[config.mk]
export PLATFORM = sky130hd
export DESIGN_NAME = grid_max_path_edge_cost_dp
export DESIGN_NICKNAME = d
export VERILOG_FILES = /design/src/hdl/gmp_pkg.sv /design/src/hdl/gmp_line_buf.sv /design/src/hdl/gmp_cell_calc.sv /design/src/hdl/grid_max_path_edge_cost_dp.sv
export SDC_FILE = /design/constraint.sdc
export NUM_CORES = 2
export LEC_CHECK = 0
export BUFFER_PORTS_ARGS = -buffer_cell sky130_fd_sc_hd__buf_4
export CAP_MARGIN = 20
export CORE_UTILIZATION = 52
export CTS_BUF_LIST = sky130_fd_sc_hd__clkbuf_8
export DETAILED_ROUTE_END_ITERATION = 10
export PLACE_DENSITY = 0.7
export SLEW_MARGIN = 15
export SYNTH_ARGS = -nofsm -noshare
export SYNTH_HDL_FRONTEND = slang
export SYNTH_SLANG_ARGS = --single-unit
[constraint.sdc]
create_clock -name clk_i -period 10.3 [get_ports clk_i]
set_input_delay 1.03 -clock clk_i [delete_from_list [all_inputs] [get_ports clk_i]]
set_output_delay 1.03 -clock clk_i [all_outputs]
set_load 0.05 [all_outputs]
[src/hdl/gmp_pkg.sv]
// Shared types and constants for the grid best-energy path block.
package gmp_pkg;

  localparam int MAX_GRID   = 64;
  localparam int VALUE_BITS = 16;
  localparam int IDX_W      = $clog2(MAX_GRID);
  localparam int SIZE_W     = 7;
  localparam int CELL_W     = 17;
  localparam int COST_W     = 16;
  localparam int ENERGY_W   = 31;

  localparam logic [COST_W-1:0]  VALUE_MAX  = COST_W'((64'd1 << VALUE_BITS) - 64'd1);
  localparam logic [IDX_W-1:0]   LAST_RESET = IDX_W'(MAX_GRID - 1);
  localparam logic [ENERGY_W-1:0] ENERGY_MAX = '1;

  typedef struct packed {
    logic signed [CELL_W-1:0] cell_value;
    logic [COST_W-1:0]        right_cost;
    logic [COST_W-1:0]        down_cost;
  } cell_in_t;

  typedef struct packed {
    logic                reachable;
    logic [ENERGY_W-1:0] best_energy;
  } result_t;

  // One line buffer entry: the previous row's result at a column.
  typedef struct packed {
    logic [ENERGY_W-1:0] energy;
    logic                reach;
    logic [COST_W-1:0]   down_cost;
  } above_t;

  // Position flags of the cell under evaluation.
  typedef struct packed {
    logic first;
    logic has_left;
    logic has_above;
  } cell_ctl_t;

endpackage

[src/hdl/gmp_line_buf.sv]
// Line buffer holding the previous row's results, one entry per column.
module gmp_line_buf (
  input  logic                      clk_i,
  input  logic                      rd_en_i,
  input  logic [gmp_pkg::IDX_W-1:0] rd_addr_i,
  output gmp_pkg::above_t           rd_data_o,
  input  logic                      wr_en_i,
  input  logic [gmp_pkg::IDX_W-1:0] wr_addr_i,
  input  gmp_pkg::above_t           wr_data_i
);

  gmp_pkg::above_t mem_q [gmp_pkg::MAX_GRID];
  gmp_pkg::above_t rd_data_q;

  always_ff @(posedge clk_i) begin
    if (wr_en_i) begin
      mem_q[wr_addr_i] <= wr_data_i;
    end
  end

  always_ff @(posedge clk_i) begin
    if (rd_en_i) begin
      rd_data_q <= mem_q[rd_addr_i];
    end
  end

  assign rd_data_o = rd_data_q;

endmodule

[src/hdl/gmp_cell_calc.sv]
// Best-energy evaluation of one cell from its left and upper neighbors.
module gmp_cell_calc (
  input  gmp_pkg::cell_ctl_t               ctl_i,
  input  logic signed [gmp_pkg::CELL_W-1:0] cell_value_i,
  input  logic [gmp_pkg::ENERGY_W-1:0]     left_energy_i,
  input  logic                             left_reach_i,
  input  logic [gmp_pkg::COST_W-1:0]       left_cost_i,
  input  gmp_pkg::above_t                  above_i,
  output logic                             reach_o,
  output logic [gmp_pkg::ENERGY_W-1:0]     energy_o
);

  localparam int CAND_W = gmp_pkg::ENERGY_W + 2;
  localparam int SUM_W  = CAND_W + 1;

  logic                          blocked;
  logic [gmp_pkg::COST_W-1:0]    value;
  logic signed [CAND_W-1:0]      left_cand;
  logic signed [CAND_W-1:0]      up_cand;
  logic signed [CAND_W-1:0]      best;
  logic                          have_left;
  logic                          have_up;
  logic signed [SUM_W-1:0]       sum;
  logic                          sum_over;

  assign blocked = cell_value_i[gmp_pkg::CELL_W-1];

  always_comb begin
    value = cell_value_i[gmp_pkg::COST_W-1:0];
    if (value > gmp_pkg::VALUE_MAX) begin
      value = gmp_pkg::VALUE_MAX;
    end
  end

  assign left_cand = $signed({2'b00, left_energy_i})
                   - $signed({(CAND_W-gmp_pkg::COST_W)'(0), left_cost_i});
  assign up_cand   = $signed({2'b00, above_i.energy})
                   - $signed({(CAND_W-gmp_pkg::COST_W)'(0), above_i.down_cost});

  assign have_left = ctl_i.has_left & left_reach_i;
  assign have_up   = ctl_i.has_above & above_i.reach;

  // Take the upper arrival when it is the only one or strictly better.
  assign best = (have_up && (!have_left || (up_cand > left_cand))) ? up_cand : left_cand;

  assign sum = {best[CAND_W-1], best}
             + $signed({(SUM_W-gmp_pkg::COST_W)'(0), value});
  assign sum_over = !sum[SUM_W-1] && (sum[SUM_W-2:gmp_pkg::ENERGY_W] != '0);

  always_comb begin
    reach_o  = 1'b0;
    energy_o = '0;
    if (!blocked) begin
      if (ctl_i.first) begin
        reach_o  = 1'b1;
        energy_o = gmp_pkg::ENERGY_W'(value);
      end else if ((have_left || have_up) && !sum[SUM_W-1]) begin
        reach_o  = 1'b1;
        energy_o = sum_over ? gmp_pkg::ENERGY_MAX : sum[gmp_pkg::ENERGY_W-1:0];
      end
    end
  end

endmodule

[src/hdl/grid_max_path_edge_cost_dp.sv]
// Top level of the grid best-energy path block.
// Cells enter in row-major order, one per request, and the block takes one cell every
// cycle unless stalled: on acceptance the previous row's entry for the column is read
// into a register from the 64-entry line buffer; in the next cycle the cell is evaluated
// against that entry and the left-neighbor registers, then written back. The result of
// the bottom-right cell passes the evaluation stage register, then the output register;
// only that cell produces a result. The input stalls only while a finished result is
// held in the output register and the next result would need it. A write on cfg_we_i
// restarts the grid at the top-left cell; size 0 acts as 1, anything above 64 as 64.
module grid_max_path_edge_cost_dp (
  input  logic                       clk_i,
  input  logic                       rst_ni,
  input  logic                       in_valid_i,
  output logic                       in_ready_o,
  input  gmp_pkg::cell_in_t          in_data_i,
  output logic                       out_valid_o,
  input  logic                       out_ready_i,
  output gmp_pkg::result_t           out_data_o,
  input  logic                       cfg_we_i,
  input  logic [gmp_pkg::SIZE_W-1:0] cfg_data_i
);

  logic [gmp_pkg::IDX_W-1:0]    last_q;
  logic [gmp_pkg::IDX_W-1:0]    row_q, row_d;
  logic [gmp_pkg::IDX_W-1:0]    col_q, col_d;
  logic                         s1_valid_q;
  gmp_pkg::cell_in_t            s1_data_q;
  gmp_pkg::cell_ctl_t           s1_ctl_q;
  logic [gmp_pkg::IDX_W-1:0]    s1_col_q;
  logic                         s1_last_q;
  logic [gmp_pkg::ENERGY_W-1:0] left_energy_q;
  logic                         left_reach_q;
  logic [gmp_pkg::COST_W-1:0]   left_cost_q;
  logic                         out_valid_q;
  gmp_pkg::result_t             out_q;

  logic                         in_acc;
  logic                         out_free;
  logic                         s1_go;
  gmp_pkg::cell_ctl_t           ctl_d;
  gmp_pkg::above_t              above;
  gmp_pkg::above_t              wr_entry;
  logic                         reach;
  logic [gmp_pkg::ENERGY_W-1:0] energy;
  logic [gmp_pkg::IDX_W-1:0]    last_d;

  assign out_free   = !out_valid_q || out_ready_i;
  assign s1_go      = s1_valid_q && (!s1_last_q || out_free);
  assign in_ready_o = !s1_valid_q || s1_go;
  assign in_acc     = in_valid_i && in_ready_o;

  assign ctl_d.first     = (row_q == '0) && (col_q == '0);
  assign ctl_d.has_left  = (col_q != '0);
  assign ctl_d.has_above = (row_q != '0);

  // Advance the raster position.
  always_comb begin
    row_d = row_q;
    col_d = col_q;
    if (col_q == last_q) begin
      col_d = '0;
      row_d = (row_q == last_q) ? '0 : row_q + 1'b1;
    end else begin
      col_d = col_q + 1'b1;
    end
  end

  always_comb begin
    if (cfg_data_i == '0) begin
      last_d = '0;
    end else if (int'(cfg_data_i) >= gmp_pkg::MAX_GRID) begin
      last_d = gmp_pkg::LAST_RESET;
    end else begin
      last_d = gmp_pkg::IDX_W'(cfg_data_i - 1'b1);
    end
  end

  always_ff @(posedge clk_i or negedge rst_ni) begin
    if (!rst_ni) begin
      last_q       <= gmp_pkg::LAST_RESET;
      row_q        <= '0;
      col_q        <= '0;
      s1_valid_q   <= 1'b0;
      left_energy_q <= '0;
      left_reach_q <= 1'b0;
      left_cost_q  <= '0;
      out_valid_q  <= 1'b0;
    end else if (cfg_we_i) begin
      last_q       <= last_d;
      row_q        <= '0;
      col_q        <= '0;
      left_energy_q <= '0;
      left_reach_q <= 1'b0;
      left_cost_q  <= '0;
    end else begin
      if (in_acc) begin
        row_q <= row_d;
        col_q <= col_d;
      end
      if (in_acc) begin
        s1_valid_q <= 1'b1;
      end else if (s1_go) begin
        s1_valid_q <= 1'b0;
      end
      if (s1_go) begin
        left_energy_q <= energy;
        left_reach_q  <= reach;
        left_cost_q   <= s1_data_q.right_cost;
      end
      if (s1_go && s1_last_q) begin
        out_valid_q <= 1'b1;
      end else if (out_ready_i) begin
        out_valid_q <= 1'b0;
      end
    end
  end

  always_ff @(posedge clk_i) begin
    if (in_acc) begin
      s1_data_q <= in_data_i;
      s1_ctl_q  <= ctl_d;
      s1_col_q  <= col_q;
      s1_last_q <= (row_q == last_q) && (col_q == last_q);
    end
    if (s1_go && s1_last_q) begin
      out_q.reachable   <= reach;
      out_q.best_energy <= energy;
    end
  end

  assign wr_entry.energy    = energy;
  assign wr_entry.reach     = reach;
  assign wr_entry.down_cost = s1_data_q.down_cost;

  // A write and a read meet at one column only when the grid is a single cell wide,
  // and then the upper entry is never used.
  gmp_line_buf u_line_buf (
    .clk_i     (clk_i),
    .rd_en_i   (in_acc),
    .rd_addr_i (col_q),
    .rd_data_o (above),
    .wr_en_i   (s1_go),
    .wr_addr_i (s1_col_q),
    .wr_data_i (wr_entry)
  );

  gmp_cell_calc u_cell_calc (
    .ctl_i         (s1_ctl_q),
    .cell_value_i  (s1_data_q.cell_value),
    .left_energy_i (left_energy_q),
    .left_reach_i  (left_reach_q),
    .left_cost_i   (left_cost_q),
    .above_i       (above),
    .reach_o       (reach),
    .energy_o      (energy)
  );

  assign out_valid_o = out_valid_q;
  assign out_data_o  = out_q;

endmodule

==> out/qor.yml <==
number_of_vias_per_cell_after_detailed_routing: 6.61
timing_max_transition_violations_final: 0
grt_overflow_total: 0
tritoncts: "built"
postSynthCellCount: 5726
cts_root_buf: "clkbuf_8"
htree_num_levels: 6
worst-setup-path-type: "reg -> reg"
synth-warning-count: 0
multi_input_area_sq_um: 30600
core-area_sq_um: 247000
initialDrtViolationCount: 9753
fmaxAchievable_mhz: 102
grt_first_pass_wirelength_mm: 506
endpoint_kind: "flip-flop"
slew_headroom: 0.177
critical_path_peak_fanout: 65
dpl.cell_count: 9052
worst-path-buf-inv: 6
main_flop_type_after_synthesis: "edfxtp_1"
report.final.hold_viol_count: 0
postSynthRegisterBits: 3279
die-width_um: 501
number_of_global_route_vias_before_repair: 65300
async_flop_share: 0.0207
power_per_cell_area_nw_per_um2: 214
clockBufferDepth: 4
wl_per_cell_um: 36.7
critPathArrivalTime_ns: 10.50
num_io_pins: 95
min_period_ns: 9.76
run_status: "completed"
post-synth-top-area-cell: "edfxtp_1"
synth_nets: 5875
hold_class: "in -> reg"
crit_path_max_incr_delay_ns: 0.58
drc: 0
drv_cap: 0
regArea_sq_um: 98200
post_synth_instance_area_sq_um: 129000
dp_hpwl_mm: 195
layout.filler_cells: 17100
clock_transition_at_path_regs_ns: 0.06
avgSynthCellArea_sq_um: 22.6
cpMaxStageDelayCell: "nor4_1"
setup_viol: 0
required_time_at_the_endpoint_of_the_critical_path_ns: 11.04
grt_start_max_net_pins: 129
wirelength_mm: 368
synth-seq-area-share: 0.758
numPortBuffers: 94
first_pass_iters: 6
synth.distinct_cells: 98
max_slew.worst_pin.slew_ns: 1.23
fin_hold_ws_ns: 0.113
cellLeakagePower_uw: 0.0461
worstHoldPathCells: 1
die_height_um: 501
vdd_ir_drop_max_mv: 0.169
critical_path.startpoint_type: "flip-flop"
antenna_found_initial: 12
drive_gt1_frac: 0.318
synth_top_area_share: 0.745
routed-via-count: 66200
ys_top_cells_by_area: "edfxtp_1, mux4_2, dfrtp_1"
worstSetupPathDepth: 38
grt_setup_unrepaired: "false"
fin_worst_skew_ns: 0.0965
post_synth_edffs: 3211
r2r.worst_path.cells: 38
gp_congestion: 0.950
final_cells: 10000
grt_use_total: 0.295
final.period_utilization: 0.948
areaGrowthSynthToFinish_pct: 12.8
clk-insertion-delay-late_ns: 1.14
start_util: 0.525
path_delay_family: "compound AO/OA/AOI/OAI gates"
cts.sinks: 3279
die_area_sq_um: 251000
cts-buffers-inserted: 540
num-nets-final: 6482
antenna_left: 0
rows: 182
-- where the power goes --
part           internal (uW)  switching (uW)
clock network           5290            5060
logic                   1740            3470
registers              15600             126
total                  22600            8650
-- final timing paths --
kind | start | to | slack [ns]
worst max-delay path | left_energy_q[0] | u_line_buf.mem_q[59][30] | 0.54
worst min-delay path | in_data_i[5] | s1_data_q[5] | 0.11
worst max register to register | left_energy_q[0] | u_line_buf.mem_q[59][30] | 0.54
worst min register to register | left_energy_q[5] | left_energy_q[5] | 0.50
max in group asynchronous | rst_ni | col_q[3] | 8.79
min in group asynchronous | rst_ni | left_cost_q[12] | 0.34
-- per-layer routing --
layer	up-vias	routed length, um	GRT usage
met5	-	80	0
met4	6	14200	0.113
met3	710	40500	0.0643
met2	4409	173000	0.453
met1	35500	141000	0.417
li1	25600	-	-
-- registers in the layout, summed over array words and instances (netlist names) --
name                  cells
col_q                     6
last_q                    6
left_cost_q              16
left_energy_q            31
left_reach_q              1
out_data_o               32
out_valid_o               1
row_q                     6
s1_col_q                  6
s1_ctl_q                  3
s1_data_q                49
s1_last_q                 1
s1_valid_q                1
u_line_buf.mem_q       3072
u_line_buf.rd_data_o     48
-- area by class of cell --
type                    count  share of cell area
diodes                      7            0.000120
clock buffers             558              0.0526
clock inverters           348              0.0122
inverters                  84             0.00220
multi-input cells        2088               0.210
flip-flops and latches   3279               0.673
well taps                3312              0.0284
repair buffers            340              0.0219
-- synth_stat cells (all sizes together), types with 46 or more instances --
cell type	count
o21ai	86
inv	83
edfxtp	3211
a21oi	92
nor3	53
mux4	1008
nand2	140
nor2	180
clkbuf	176
xnor2	46
buf	99
ha	85
dfrtp	62
-- cells in the final DEF, fill, tap and decap left out, types with 38 or more instances in the layout --
cell	Yosys	layout
a21oi_1	88	87
buf_4	2	267
clkbuf_8	0	558
clkinv_1	1	107
clkinv_2	0	38
dfrtp_1	62	56
edfxtp_1	3211	3211
ha_1	85	85
inv_1	81	246
mux4_2	1008	1008
nand2_1	137	137
nor2_1	177	99
nor2_4	1	79
o21ai_0	66	66
xnor2_1	46	46
xor2_1	43	43
-- logic make-up (layout without fill, tap and decap cells) --
logic type,Yosys count,count (layout),synth area share
adders and majority gates,88,88,0.00868
AOI/OAI and AO/OA,336,336,0.0179
and+or+nand+nor,550,550,0.0211
buffers and inverters,359,1330,0.0108
other,0,7,0
xor gates and xnor gates,89,89,0.00602
DFF,3279,3279,0.758
muxes,1025,1025,0.177
-- stage by stage --
step,setup TNS (ns),total power [uW],util,setup WS (ns),cell area [sq um]
finish,0,31200,0.591,0.537,146000
global route,0,32300,0.591,0.0219,146000
CTS,0,31200,0.590,0.400,145000
detailed placement,0,21000,0.550,0.523,136000
global placement,0,21000,0.549,0.699,135000
floorplan,-47.34,19200,-,-0.364,129000
-- what timing repair did --
action,CTS,global route
resized for setup,0,2
buffers inserted,0,0
endpoints found under the setup margin,0,111
hold buffers,34,0
hold endpoints to repair,47,0
(Power assumes the default switching activity.)
